===== config.mk =====
export PLATFORM = sky130hd
export DESIGN_NAME = pfr_fifo
export DESIGN_NICKNAME = d
export VERILOG_FILES = /design/src/rtl/pfr_pkg.sv /design/src/rtl/pfr_fifo.sv
export SDC_FILE = /design/constraint.sdc
export NUM_CORES = 1
export LEC_CHECK = 0
export BUFFER_PORTS_ARGS = -buffer_cell sky130_fd_sc_hd__clkbuf_2
export CAP_MARGIN = 15
export CORE_ASPECT_RATIO = 0.5
export CORE_MARGIN = 10
export CORE_UTILIZATION = 31
export DETAILED_ROUTE_END_ITERATION = 10
export PLACE_DENSITY = 0.48
export SLEW_MARGIN = 40
export SYNTH_ARGS = -nofsm -noshare
export SYNTH_HDL_FRONTEND = slang
export SYNTH_SLANG_ARGS = --single-unit

===== constraint.sdc =====
create_clock -name clk -period 5.81 [get_ports clk]
set_clock_uncertainty 0.05 [all_clocks]
set_input_delay 1.162 -clock clk [delete_from_list [all_inputs] [get_ports clk]]
set_output_delay 1.162 -clock clk [all_outputs]
set_load 0.01 [all_outputs]

===== src/rtl/pfr_pkg.sv =====
// ----------------------------------------------------------------------------
// pfr_pkg
// Shared constants and types for the packet fragment reassembler.
// ----------------------------------------------------------------------------
`default_nettype none

package pfr_pkg;

  // message buffer
  localparam int BUF_BYTES = 1024;
  localparam int BUF_AW    = $clog2(BUF_BYTES);
  localparam int OFF_W     = BUF_AW + 1;      // fill offset can hold BUF_BYTES

  // item field widths
  localparam int IDX_W     = 10;
  localparam int LEN_W     = 11;

  // header layout
  localparam int HDR_BYTES      = 4;
  localparam int FLAG_START_BIT = 7;
  localparam int FLAG_END_BIT   = 6;
  localparam int SEQ_LSB        = 4;

  // internal queues
  localparam int FQ_DEPTH  = 4;
  localparam int FQ_PTR_W  = $clog2(FQ_DEPTH);
  localparam int FQ_CNT_W  = FQ_PTR_W + 1;

  typedef logic [BUF_AW-1:0] addr_t;
  typedef logic [OFF_W-1:0]  off_t;
  typedef logic [LEN_W-1:0]  len_t;
  typedef logic [1:0]        seq_t;

  typedef enum logic [2:0] {
    ST_KEPT     = 3'd0,   // also "no fault pending" in the fault register
    ST_DONE     = 3'd1,
    ST_SHORT    = 3'd2,
    ST_NO_MSG   = 3'd3,
    ST_SEQ_ERR  = 3'd4,
    ST_OVERFLOW = 3'd5,
    ST_READ     = 3'd6
  } status_t;

  // one entry of the command queue and of the result queue
  typedef struct packed {
    logic       wr;       // write data into buffer at addr
    logic       rd;       // read buffer at addr (in range)
    logic       rpt;      // produces a result
    addr_t      addr;
    logic [7:0] data;     // write data, or read data in the result queue
    status_t    status;
    logic [7:0] hdr_ver;
    logic [7:0] dst_id;
    logic [7:0] src_id;
    logic [7:0] flags;
    len_t       len;
  } pfr_cmd_t;

endpackage

`default_nettype wire


===== src/rtl/pfr_fifo.sv =====
// ----------------------------------------------------------------------------
// pfr_fifo
// Small register queue for commands and results, with fill count.
// ----------------------------------------------------------------------------
`default_nettype none

module pfr_fifo (
  input  wire logic                           clk,
  input  wire logic                           rst_n,
  input  wire logic                           push,
  input  wire pfr_pkg::pfr_cmd_t              din,
  output logic                                full,
  input  wire logic                           pop,
  output pfr_pkg::pfr_cmd_t                   dout,
  output logic                                empty,
  output logic [pfr_pkg::FQ_CNT_W-1:0]        count
);

  pfr_pkg::pfr_cmd_t                 slot_r [pfr_pkg::FQ_DEPTH];
  logic [pfr_pkg::FQ_PTR_W-1:0]      wr_ptr_r, wr_ptr_nxt;
  logic [pfr_pkg::FQ_PTR_W-1:0]      rd_ptr_r, rd_ptr_nxt;
  logic [pfr_pkg::FQ_CNT_W-1:0]      cnt_r, cnt_nxt;
  logic                              do_push, do_pop;

  assign full    = (cnt_r == pfr_pkg::FQ_CNT_W'(pfr_pkg::FQ_DEPTH));
  assign empty   = (cnt_r == '0);
  assign count   = cnt_r;
  assign dout    = slot_r[rd_ptr_r];
  assign do_push = push && !full;
  assign do_pop  = pop && !empty;

  always_comb begin
    wr_ptr_nxt = do_push ? wr_ptr_r + 1'b1 : wr_ptr_r;
    rd_ptr_nxt = do_pop  ? rd_ptr_r + 1'b1 : rd_ptr_r;
    unique case ({do_push, do_pop})
      2'b10:   cnt_nxt = cnt_r + 1'b1;
      2'b01:   cnt_nxt = cnt_r - 1'b1;
      default: cnt_nxt = cnt_r;
    endcase
  end

  always_ff @(posedge clk) begin
    if (!rst_n) begin
      wr_ptr_r <= '0;
      rd_ptr_r <= '0;
      cnt_r    <= '0;
    end else begin
      wr_ptr_r <= wr_ptr_nxt;
      rd_ptr_r <= rd_ptr_nxt;
      cnt_r    <= cnt_nxt;
    end
  end

  always_ff @(posedge clk) begin
    if (do_push) begin
      slot_r[wr_ptr_r] <= din;
    end
  end

endmodule

`default_nettype wire


## Yosys cells after proc, flatten, opt, wreduce, memory -nomap -nowiden

Memories as Yosys holds them, arrays and structs flattened. A register that Yosys moved wholly into a read port is not among the register bits.
Cells that the tools add are included.

- Memories kept: 1
- Word-level logic and storage cells: 22
- Memory bits (writable): 268
- Output and inout bits: 72
- Input port bits: 71
- Bits in registers: 7

- Multiplexer cells: 5
- Reduce and logical (&&, ||, !) cells: 6
- Equal/unequal tests: 3
- Add/subtract/negate cells: 4

Memory list:

| name | words | bits a word | read ports | clocked after Yosys merged registers in | write ports | line | source |
|---|---|---|---|---|---|---|---|
| slot_r | 4 | 67 | 1 | 1 | 1 | pfr_fifo.sv:19 | `pfr_pkg::pfr_cmd_t slot_r [pfr_pkg::FQ_DEPTH];` |

Operators by type and width:

| cell | count |
|---|---|
| case mux 3 bit (2 select lines) | 1 |
| adder 2 x 1 -> 2 bit (second input constant) | 2 |
| 2-to-1 mux 2 bit | 2 |
| adder 3 x 1 -> 3 bit (second input constant) | 1 |
| equality test 3 bit (second input constant) | 1 |
| logical NOT 3 bit | 1 |
| subtractor 3 x 1 -> 3 bit (second input constant) | 1 |
| equality test 2 x 1 -> 1 bit (second input constant) | 1 |
| equality test 2 bit (second input constant) | 1 |
| logical AND 1 bit | 2 |
| logical NOT 1 bit | 2 |
| 2-to-1 mux 1 bit | 2 |
| nonzero test 2 bit | 1 |

## Longest topological paths before layout

- Depth in word-level cells: 5
- Depth in mapped cells: 10
- Gate-level depth less buffers: 9

## Least setup slack after synthesis

Ideal clock, no wire load.

- Path kind: input-to-reg
- Start: input port push
- End: memory slot_r[0][0] (netlist name) (enable)
- Data required time: 5.328 ns
- Arrival: 3.113 ns
- Path slack: 2.214 ns
- Setup time: 0.432 ns
- Stages on the path: 3
- Buffers on the path: 1
- Path through: nor2b_1 clkbuf_1 and2_1

- Longest elaborated chain between the ends: 3

RTL lines:

| what | line | source |
|---|---|---|
| start, declared | pfr_fifo.sv:10 | `input wire logic push,` |
| logical AND 1 bit | pfr_fifo.sv:29 | `assign do_push = push && !full;` |
| 2-to-1 mux 1 bit | pfr_fifo.sv:55 | `if (do_push) begin` |
| 2-to-1 mux 1 bit (implied by the code) | pfr_fifo.sv:56 | `slot_r[wr_ptr_r] <= din;` |
| end, declared | pfr_fifo.sv:19 |  |

Every way passes these cells.

==> results.cfg <==
[status]
status = finished, final reports clean

[critical_path]
r2r_end = slot_r[1][44]$_DFFE_PP_
r2r_setup_slack_ns = 3.15
worst_r2r_path_depth = 4
path_max_fanout = 26
critical_path.max_stage_delay_ns = 0.64
slowest_stage = dfxtp_4
arrival_ns = 2.54
worst-path-buf-inv = 2
required_ns = 4.60
path_cells = buf_4, mux4_2, clkbuf_2
end_kind = output port
path_class = flop to output port
r2r-start = count[0]$_SDFFE_PN0P_
start_kind = flop
crit_family = buffers and inverters

[detailed_routing]
post_drt_wl_per_cell_um = 20.8
viasPerCell = 4.42
drtIter0Drc = 309
drt_wl_total_mm = 21.2
drt-pass1-iter-count = 4
drc = 0
antenna_left = 0
num_vias = 4495

[cts]
cts_resized = 0
cts_max_path_buffers = 3
cts_tree = yes
cts_hold_buf = 0
postCtsSetupRepairBufs = 0
clockRootBuffer = clkbuf_16
h-tree-depth = 1
cts_inserted_buffers = 27
clkTransAtPathRegs_ns = 0.06
clkLatencyLatePin_ns = 0.53
cts.sinks = 277

[sta]
finalMaxSlewViolations = 0
max_clock_freq_ghz = 0.266
setup_viol = 0
setup_tns_ns = 0
tightestPinTransition_ns = 0.787
rsz0062_at_grt = false
slew_headroom = 0.475
hold_viol_final = 0
fin_crit_ns = 3.75
timing.final.crit_share = 0.646

[grt]
grt-ovfl-total = 0
grt_usage = 0.102
grt_pass1_vias = 5036
grt_pass1_wl_mm = 32.3
antenna_found_initial = 0
grt_max_degree = 48

[synthesis]
yosys.cell_types.count = 26
ys_ff_latch = 277
synth_warnings = 0
synth_nets = 481
syn_area_um2 = 10200
synth_area_per_cell_um2 = 25.2
ys_seq_area_frac = 0.807
synthCells = 404

[finish]
layout_commonest_cell = edfxtp_1
final_area_um2 = 12200
syn_to_final_growth_pct = 19.6
regArea_um2 = 8240
multi_input_area_um2 = 1800
post-route-util = 0.380
fillers = 2908
nets = 642
drive_above_1_share = 0.445
layout_common_cells = 268 x edfxtp_1, 142 x clkbuf_2, 67 x mux4_2, 27 x clkbuf_16, 10 x clkinv_1
diodes = 0

[floorplan]
ios = 143
die_h_um = 148
core-area_um2 = 32100
die_x_um = 276
start_util = 0.318
dieArea_um2 = 41000
rows = 46

[placed_design]
place_area_um2 = 11400
globalplace.congestion = 0.659
hpwl_mm = 13.1
port_buffers = 142

[worst_hold_path]
worstHoldPathType = flop to flop
hp-start = rd_ptr_r[0]$_SDFFE_PN0P_
min_path_cells = 2

[pwr]
power_density_nw_per_um2 = 431
peakVddDrop_mv = 0.196
p_leak_nw = 4.06

[run]
cap_violations = 0
worst max-delay path by stage:
stage / startpoint / cells after the start / slack (ns) / endpoint
CTS: flop / 3 / 1.91 / dout[58]
detailed placement: push / 4 / 2.35 / slot_r[3][20]$_DFFE_PP_
finish: flop / 3 / 2.06 / dout[58]
floorplan: push / 3 / 2.21 / slot_r[0][0]$_DFFE_PP_
global placement: push / 4 / 2.39 / slot_r[1][58]$_DFFE_PP_
global route: flop / 3 / 1.81 / dout[58]
tightest hold or removal path, stage by stage (launching register included):
cell	delay [ns]
dfxtp_1	0.32
nand2_1	0.07
o21ai_1	0.06
logic make-up (layout without fill, tap and decap cells):
family	after synthesis	after routing	share of synthesized area
muxes	69	69	0.150
xor gates and xnor gates	2	2	0.00172
buffers and inverters	23	205	0.0173
AOI/OAI and AO/OA	7	7	0.00393
and+or+nand+nor	20	20	0.0115
DFF	277	277	0.807
adders and majority gates	6	6	0.00810
layer usage:
layer,track usage,share of wire
met4,0.0220,0.018
met2,0.194,0.55
met5,0,0
met3,0.0212,0.030
met1,0.117,0.40
power by group:
group	leakage, nW	total [mW]	switching, mW	internal (mW)
Combinational	1.11	1.08	0.572	0.509
Clock	0.415	1.66	0.727	0.937
Sequential	2.53	2.51	0.102	2.41
synth_stat cells (all sizes together):
library cell    n  area (um^2)
edfxtp        268         8050
mux4           67         1510
buf            15          145
dfxtp           9          180
nand2           7         26.3
and2            6         37.5
inv             6         22.5
ha              5         62.6
o21ai           5         25.0
a21boi          2         15.0
clkbuf          2         8.75
mux2i           2         20.0
nor2b           2         12.5
or3             2         12.5
fa              1         20.0
nor3            1         10.0
nor3b           1         7.51
or4bb           1         11.3
xnor2           1         8.76
xor2            1         8.76
sequential cells by signal, summed over array words and instances (netlist names), named ones only:
name	cells
count	3
rd_ptr_r	2
slot_r	268
wr_ptr_r	2
cell type report:
class                      instances  area share
sequential                       277       0.675
clock inverter                    21      0.0123
inverter                           6     0.00185
clock buffer                      29      0.0560
multi-input combinational        104       0.147
tap                              432      0.0443
timing repair buffer             149      0.0626
stage by stage:
stage / setup WS [ns] / total power, mW / cells / hold slack [ns]
after global placement: 2.39 / 3.69 / 968 / 0.432
after global routing: 1.81 / 5.53 / 1018 / 0.482
after detailed placement: 2.35 / 3.70 / 968 / 0.435
after CTS: 1.91 / 5.37 / 1018 / 0.445
final: 2.06 / 5.26 / 1018 / 0.436
after floorplan: 2.21 / 3.28 / 404 / 0.403
No activity file was read; power rests on OpenSTA's default activity.
