## src/rtl/pfr_pkg.sv

```systemverilog
// ----------------------------------------------------------------------------
// pfr_pkg
// Shared constants and types for the packet fragment reassembler.
// ----------------------------------------------------------------------------
`default_nettype none

package pfr_pkg;

  // message buffer
  localparam int BUF_BYTES = 1024;
  localparam int BUF_AW    = $clog2(BUF_BYTES);
  localparam int OFF_W     = BUF_AW + 1;      // fill offset can hold BUF_BYTES

  // item field widths
  localparam int IDX_W     = 10;
  localparam int LEN_W     = 11;

  // header layout
  localparam int HDR_BYTES      = 4;
  localparam int FLAG_START_BIT = 7;
  localparam int FLAG_END_BIT   = 6;
  localparam int SEQ_LSB        = 4;

  // internal queues
  localparam int FQ_DEPTH  = 4;
  localparam int FQ_PTR_W  = $clog2(FQ_DEPTH);
  localparam int FQ_CNT_W  = FQ_PTR_W + 1;

  typedef logic [BUF_AW-1:0] addr_t;
  typedef logic [OFF_W-1:0]  off_t;
  typedef logic [LEN_W-1:0]  len_t;
  typedef logic [1:0]        seq_t;

  typedef enum logic [2:0] {
    ST_KEPT     = 3'd0,   // also "no fault pending" in the fault register
    ST_DONE     = 3'd1,
    ST_SHORT    = 3'd2,
    ST_NO_MSG   = 3'd3,
    ST_SEQ_ERR  = 3'd4,
    ST_OVERFLOW = 3'd5,
    ST_READ     = 3'd6
  } status_t;

  // one entry of the command queue and of the result queue
  typedef struct packed {
    logic       wr;       // write data into buffer at addr
    logic       rd;       // read buffer at addr (in range)
    logic       rpt;      // produces a result
    addr_t      addr;
    logic [7:0] data;     // write data, or read data in the result queue
    status_t    status;
    logic [7:0] hdr_ver;
    logic [7:0] dst_id;
    logic [7:0] src_id;
    logic [7:0] flags;
    len_t       len;
  } pfr_cmd_t;

endpackage

`default_nettype wire

```

## src/rtl/pfr_front.sv

```systemverilog
// ----------------------------------------------------------------------------
// pfr_front
// Packet parser: tracks header, sequence and fill state, emits buffer
// writes, reads and status reports as commands.
// ----------------------------------------------------------------------------
`default_nettype none

module pfr_front (
  input  wire logic                          clk,
  input  wire logic                          rst_n,
  input  wire logic                          accept,
  input  wire logic                          in_action,
  input  wire logic [7:0]                    in_data_byte,
  input  wire logic                          in_last_of_packet,
  input  wire logic [pfr_pkg::IDX_W-1:0]     in_read_index,
  output logic                               cmd_push,
  output pfr_pkg::pfr_cmd_t                  cmd
);

  pfr_pkg::off_t     fill_r, fill_nxt;
  pfr_pkg::seq_t     exp_r, exp_nxt;
  logic              open_r, open_nxt;
  logic [2:0]        pos_r, pos_nxt;
  logic [7:0]        hdr_r [pfr_pkg::HDR_BYTES];
  logic [7:0]        hdr_nxt [pfr_pkg::HDR_BYTES];
  pfr_pkg::status_t  fault_r, fault_nxt;

  always_comb begin
    pfr_pkg::seq_t seq;
    logic          short_pkt;

    seq       = in_data_byte[pfr_pkg::SEQ_LSB +: 2];
    short_pkt = 1'b0;
    fill_nxt  = fill_r;
    exp_nxt   = exp_r;
    open_nxt  = open_r;
    pos_nxt   = pos_r;
    hdr_nxt   = hdr_r;
    fault_nxt = fault_r;
    cmd       = '0;

    if (accept) begin
      if (in_action) begin
        cmd.rpt    = 1'b1;
        cmd.status = pfr_pkg::ST_READ;
        cmd.addr   = pfr_pkg::addr_t'(in_read_index);
        cmd.rd     = (32'(in_read_index) < 32'(pfr_pkg::BUF_BYTES));
      end else begin
        if (pos_r < 3'(pfr_pkg::HDR_BYTES)) begin
          hdr_nxt[pos_r[1:0]] = in_data_byte;
          if (pos_r == 3'(pfr_pkg::HDR_BYTES - 1)) begin
            // flags byte: judge the header
            if (in_data_byte[pfr_pkg::FLAG_START_BIT]) begin
              fill_nxt = '0;
              open_nxt = 1'b1;
              exp_nxt  = seq;
            end
            if (!open_nxt) begin
              fault_nxt = pfr_pkg::ST_NO_MSG;
            end else if (seq != exp_nxt) begin
              fill_nxt  = '0;
              exp_nxt   = '0;
              open_nxt  = 1'b0;
              fault_nxt = pfr_pkg::ST_SEQ_ERR;
            end
            pos_nxt = pos_r + 3'd1;
          end else if (in_last_of_packet) begin
            pos_nxt    = '0;
            short_pkt  = 1'b1;
            cmd.rpt    = 1'b1;
            cmd.status = pfr_pkg::ST_SHORT;
          end else begin
            pos_nxt = pos_r + 3'd1;
          end
        end else if (fault_r == pfr_pkg::ST_KEPT) begin
          if (fill_r >= pfr_pkg::off_t'(pfr_pkg::BUF_BYTES)) begin
            fill_nxt  = '0;
            exp_nxt   = '0;
            open_nxt  = 1'b0;
            fault_nxt = pfr_pkg::ST_OVERFLOW;
          end else begin
            cmd.wr   = 1'b1;
            cmd.addr = pfr_pkg::addr_t'(fill_r);
            cmd.data = in_data_byte;
            fill_nxt = fill_r + 1'b1;
          end
        end

        if (in_last_of_packet && !short_pkt) begin
          pos_nxt = '0;
          cmd.rpt = 1'b1;
          if (fault_nxt != pfr_pkg::ST_KEPT) begin
            cmd.status = fault_nxt;
            fault_nxt  = pfr_pkg::ST_KEPT;
          end else begin
            exp_nxt = exp_nxt + 2'd1;
            if (hdr_nxt[pfr_pkg::HDR_BYTES-1][pfr_pkg::FLAG_END_BIT]) begin
              cmd.status  = pfr_pkg::ST_DONE;
              cmd.hdr_ver = hdr_nxt[0];
              cmd.dst_id  = hdr_nxt[1];
              cmd.src_id  = hdr_nxt[2];
              cmd.flags   = hdr_nxt[3];
              cmd.len     = pfr_pkg::len_t'(fill_nxt);
              open_nxt    = 1'b0;
              fill_nxt    = '0;
            end else begin
              cmd.status = pfr_pkg::ST_KEPT;
            end
          end
        end
      end
    end

    cmd_push = cmd.wr || cmd.rpt;
  end

  always_ff @(posedge clk) begin
    if (!rst_n) begin
      fill_r  <= '0;
      exp_r   <= '0;
      open_r  <= 1'b0;
      pos_r   <= '0;
      fault_r <= pfr_pkg::ST_KEPT;
      for (int i = 0; i < pfr_pkg::HDR_BYTES; i++) begin
        hdr_r[i] <= '0;
      end
    end else begin
      fill_r  <= fill_nxt;
      exp_r   <= exp_nxt;
      open_r  <= open_nxt;
      pos_r   <= pos_nxt;
      fault_r <= fault_nxt;
      hdr_r   <= hdr_nxt;
    end
  end

endmodule

`default_nettype wire

```

## config.mk

```make
export PLATFORM = sky130hd
export DESIGN_NAME = pfr_front
export DESIGN_NICKNAME = d
export VERILOG_FILES = /design/src/rtl/pfr_pkg.sv /design/src/rtl/pfr_front.sv
export SDC_FILE = /design/constraint.sdc
export NUM_CORES = 1
export LEC_CHECK = 0
export BUFFER_PORTS_ARGS = -buffer_cell sky130_fd_sc_hd__buf_2
export CAP_MARGIN = 30
export CORE_MARGIN = 3
export CORE_UTILIZATION = 50
export CTS_CLUSTER_DIAMETER = 200
export DETAILED_ROUTE_END_ITERATION = 12
export PLACE_DENSITY = 0.75
export RECOVER_POWER = 50
export SLEW_MARGIN = 5
export SYNTH_ARGS = -nofsm -noshare
export SYNTH_HDL_FRONTEND = slang
export SYNTH_SLANG_ARGS = --single-unit
export TNS_END_PERCENT = 20
```

## constraint.sdc

```tcl
create_clock -name clk -period 3.1 [get_ports clk]
set_input_delay 0.62 -clock clk [delete_from_list [all_inputs] [get_ports clk]]
set_output_delay 0.62 -clock clk [all_outputs]
set_load 0.01 [all_outputs]
```

======== Word level (Yosys, flattened, before mapping) ========
Cells that the tools add are included.
cells by class
  add/sub/neg operators ................... 3
  $mul .................................... 0
  divide/modulo/power cells ............... 0
  magnitude comparators ................... 4
  equal/unequal tests ..................... 2
  shift-type cells ........................ 0
  muxes and demuxes ....................... 86
  bitwise logic cells ..................... 2
  reduce and logical (&&, ||, !) cells .... 9
operators with widths
  cell                                                                          count
  43-bit two-way mux                                                            3
  11-bit two-way mux                                                            11
  32-bit two-way mux                                                            3
  67-bit two-way mux                                                            1
  18-bit two-way mux                                                            3
  3-bit two-way mux                                                             17
  46-bit two-way mux                                                            1
  2-bit two-way mux                                                             17
  32-bit bitwise mux                                                            1
  1-bit two-way mux                                                             26
  8-bit demux with 2-bit select                                                 1
  8-bit two-way mux                                                             2
  11-bit by 1-bit adder with 11-bit output, second input constant               1
  11-bit greater-or-equal comparator, second input constant                     1
  3-bit by 1-bit adder with 3-bit output, second input constant                 1
  3-bit by 2-bit == test with 1-bit output, second input constant               1
  3-bit greater-or-equal comparator, second input constant                      1
  3-bit logical NOT                                                             1
  3-bit by 1-bit less-than comparator with 1-bit output, second input constant  1
  3-bit less-than comparator, second input constant                             1
  2-bit NOT with 3-bit output                                                   1
  3-bit AND reduction                                                           1
  3-bit nonzero test                                                            1
  2-bit by 1-bit adder with 2-bit output, second input constant                 1
  other kinds (7)                                                               8
word-level totals
  bits in registers ....................... 52
  bits in latches ......................... 0
  RAM bits ................................ 0
  bits in read-only memories .............. 0
  input port bits ......................... 23
  output and inout bits ................... 68
  logic and storage cells ................. 115
  memories ................................ 0

======== Logic depth before layout (Yosys ltp) ========
  word-level depth ........................ 18
  mapped depth ............................ 11
  depth with buffers taken out ............ 8

======== Worst setup path before layout ========
Ideal clock, no wire load.
  kind .................................... register to output
  from .................................... register pos_r[2]
  to ...................................... output cmd[16] in the netlist's numbering
  arrival time ............................ 2.301 ns
  data required time ...................... 2.480 ns
  slack ................................... 0.179 ns
  stages on the path, launching flop included .. 12
  path buffers ............................ 4
  cell sequence ........................... dfxtp_1 -> buf_2 -> inv_1 -> buf_2 -> ha_1 -> o21a_1 -> o2111ai_1 -> or3_1 -> or2_1 -> buf_6 -> buf_6 -> a21oi_2
RTL lines
  item                    line              source
  start, declared         pfr_front.sv:23   logic [2:0] pos_r, pos_nxt;
  start signal, assigned  pfr_front.sv:131  pos_r <= pos_nxt;
  end, declared           pfr_front.sv:17   output pfr_pkg::pfr_cmd_t cmd

==> impl_metrics.py <==
metrics = {
    "worst_hold_path": {
        "min_to": "hdr_r[23]",
        "worstHoldStart": "hdr_r[23]",
        "whs_path_depth": 2,
        "hold_path.class": "flip-flop to flip-flop",
    },
    "layout": {
        "final_common_cell": "nand2_1",
        "multi_input_area_um2": 2360,
        "nNetsFinal": 623,
        "n_antenna_cell": 0,
        "fillers": 638,
        "mostFrequentLayoutCells": "nand2_1 (159), buf_2 (89), dfxtp_1 (48)",
        "area_growth_pct": 20.9,
        "layout-drive-gt1-share": 0.278,
        "fin_area_um2": 4310,
        "seq_area_um2": 1050,
    },
    "critical_path": {
        "r2r_cells": 9,
        "required_ns": 2.48,
        "worst-path-max-fanout": 21,
        "cp-end-kind": "output port",
        "cp_num_buf_inv": 2,
        "worst_ep_arrival_time_ns": 2.38,
        "regToRegStartpoint": "pos_r[0]",
        "rrSetupSlack_ns": 0.80,
        "slowest_delay_ns": 0.40,
        "crit_path_top_delay_cell": "or3_1",
        "r2r-end": "fill_r[3]",
        "path_cells": "ha_2 > ha_4 > nand2b_1 > a211oi_1 > or3_1 > or2_4 > buf_12 > a21oi_1 > buf_2",
        "crit_path_start_kind": "flip-flop",
        "worstSetupPathType": "flip-flop to output port",
        "crit_family": "simple AND/OR/NAND/NOR gates",
    },
    "drt": {
        "drcViolationCount": 0,
        "vias_per_cell": 5.69,
        "via_count": 3925,
        "first_pass_iters": 5,
        "drtIter0Drc": 251,
        "wl_per_cell_um": 15.0,
        "ant_nets": 0,
        "wl_mm": 10.4,
    },
    "synthesis": {
        "ys_warn_count": 0,
        "yosysTopAreaCell": "dfxtp_1",
        "synth.distinct_cells": 51,
        "synth_cells": 505,
        "synth-edff-count": 0,
        "synth_ff_type": "dfxtp_1",
        "synthArstFlopShare": 0,
        "syn-cell-area_um2": 3570,
        "yosysSeqAreaShare": 0.292,
        "synth_nets": 535,
        "synth_top_area_frac": 0.292,
        "syn_avg_cell_area_um2": 7.06,
        "ys_seq_elements": 52,
        "synth.area.top_cells": "dfxtp_1 (29%), nand2_1 (17%), a21boi_0 (6.9%)",
    },
    "power_and_ir_drop": {
        "p_per_area_nw_per_um2": 290,
        "peakVddDrop_mv": 0.219,
        "power.leakage_nw": 1.67,
    },
    "place": {
        "hpwlAfterDp_mm": 7.48,
        "placed_cell_area_um2": 4160,
        "io_buffer_count": 90,
        "routabilityCongestion": 0.926,
    },
    "clock_network": {
        "cts-hold-fix-buffers": 0,
        "cts.clk_slew.worst_paths_ns": 0.10,
        "cts_root_buffer": "clkbuf_8",
        "cts_htree_levels": 2,
        "cts_buffers": 5,
        "clock-sinks": 52,
        "cts_tree": "built",
        "clockBufferDepth": 2,
        "clock_latency_ns": 0.31,
    },
    "sta": {
        "period_needed_ns": 3.00,
        "rsz0062_at_grt": "true",
        "fmax_mhz": 334,
        "tightest_slew_ns": 0.624,
        "fin_worst_skew_ns": 0.0120,
        "finalSetupViolations": 0,
        "period_share": 0.967,
        "slew_headroom": 0.583,
        "finalSetupTns_ns": 0,
        "drv_slew": 0,
        "hold_viol": 0,
    },
    "grt": {
        "grt_pass1_wl_mm": 17.0,
        "grt_usage": 0.244,
        "overflow": 0,
        "antenna_found_initial": 0,
        "grt_start_max_net_pins": 27,
        "grt_pass1_vias": 3485,
    },
    "floorplan": {
        "num_io_pins": 91,
        "die_h_um": 90.5,
        "start_util": 0.519,
        "num_rows": 30,
        "core_area_um2": 6870,
        "die_w_um": 90.5,
        "fp.dieArea_um2": 8180,
    },
    "status": {
        "status": "completed",
    },
    "job": {
        "drv_cap": 0,
    },
}
## stage by stage
stage          power, mW  utilization  hold WS [ns]  cells  setup WS, ns
6_report            1.25        0.628         0.470    690         0.102
5_1_grt             1.30        0.628         0.489    690      -0.00122
4_1_cts             1.25        0.624         0.471    688       0.00906
3_5_place_dp       0.850        0.605         0.456    678         0.147
3_3_place_gp       0.847        0.605         0.451    678         0.215
2_1_floorplan      0.788            -         0.443    505         0.179
## layer usage
metal	up-vias	share of wire	GRT usage
li1	1904	-	-
met1	1826	0.44	0.342
met2	182	0.46	0.392
met3	13	0.080	0.0383
met4	0	0.013	0.0587
met5	-	0	0
## worst max-delay path by stage
stage	startpoint	endpoint	slack [ns]	depth (start not counted)
global placement	in_data_byte[5]	cmd[27]	0.21	8
floorplan	pos_r[2]	cmd[16]	0.18	11
finish	pos_r[0]	cmd[12]	0.10	9
detailed placement	pos_r[0]	cmd[12]	0.15	9
CTS	pos_r[1]	cmd[42]	0.009	9
global route	fault_r[2]	cmd[7]	-0.001	6
## synthesized netlist by cell type, drive strengths merged (5+ instances only)
library cell  count
a21boi           33
a21oi            41
a22o             13
a22oi             6
a31oi             9
and2             13
buf              17
clkbuf           19
dfxtp            52
ha                7
inv               8
nand2           159
nand2b            5
nand3            13
nor2             21
nor2b            15
nor3              6
o21ai            19
## tightest hold or removal path, stage by stage, from the launching register on
cell and delay [ns]:
dfxtp_1 0.32, nand2_1 0.05, a21boi_0 0.06
## sequential cells by signal, summed over array words and instances, names as in the netlist
signal	flops
exp_r	2
fault_r	3
fill_r	11
hdr_r	32
open_r	1
pos_r	3
## kinds of logic after synthesis
group                      Yosys count  synth area share
muxes                                2           0.00561
adders and majority gates            7            0.0246
buffers and inverters               44            0.0561
DFF                                 52             0.292
and+or+nand+nor                    253             0.320
xor gates and xnor gates             7            0.0172
AOI/OAI and AO/OA                  140             0.285
## area by class of cell
type | count | share of cell area
Clock buffer | 5 | 0.0160
Clock inverter | 3 | 0.00522
Inverter | 8 | 0.00696
Multi-Input combinational cell | 409 | 0.546
Sequential cell | 52 | 0.242
Tap cell | 96 | 0.0278
Timing Repair Buffer | 117 | 0.155
## power breakdown
group / internal, mW / total [mW] / switching [mW] / leakage (nW)
combinational: 0.0578 / 0.156 / 0.0984 / 1.20
clock: 0.163 / 0.415 / 0.252 / 0.0485
sequential: 0.676 / 0.681 / 0.00536 / 0.422
total: 0.897 / 1.25 / 0.356 / 1.67
## what timing repair did
action,CTS,global route
setup endpoints to repair,33,37
gates resized for setup,5,6
cloned,0,0
buffers inserted,2,2
pin swaps,1,2
Power figures use the tool's default switching activity.
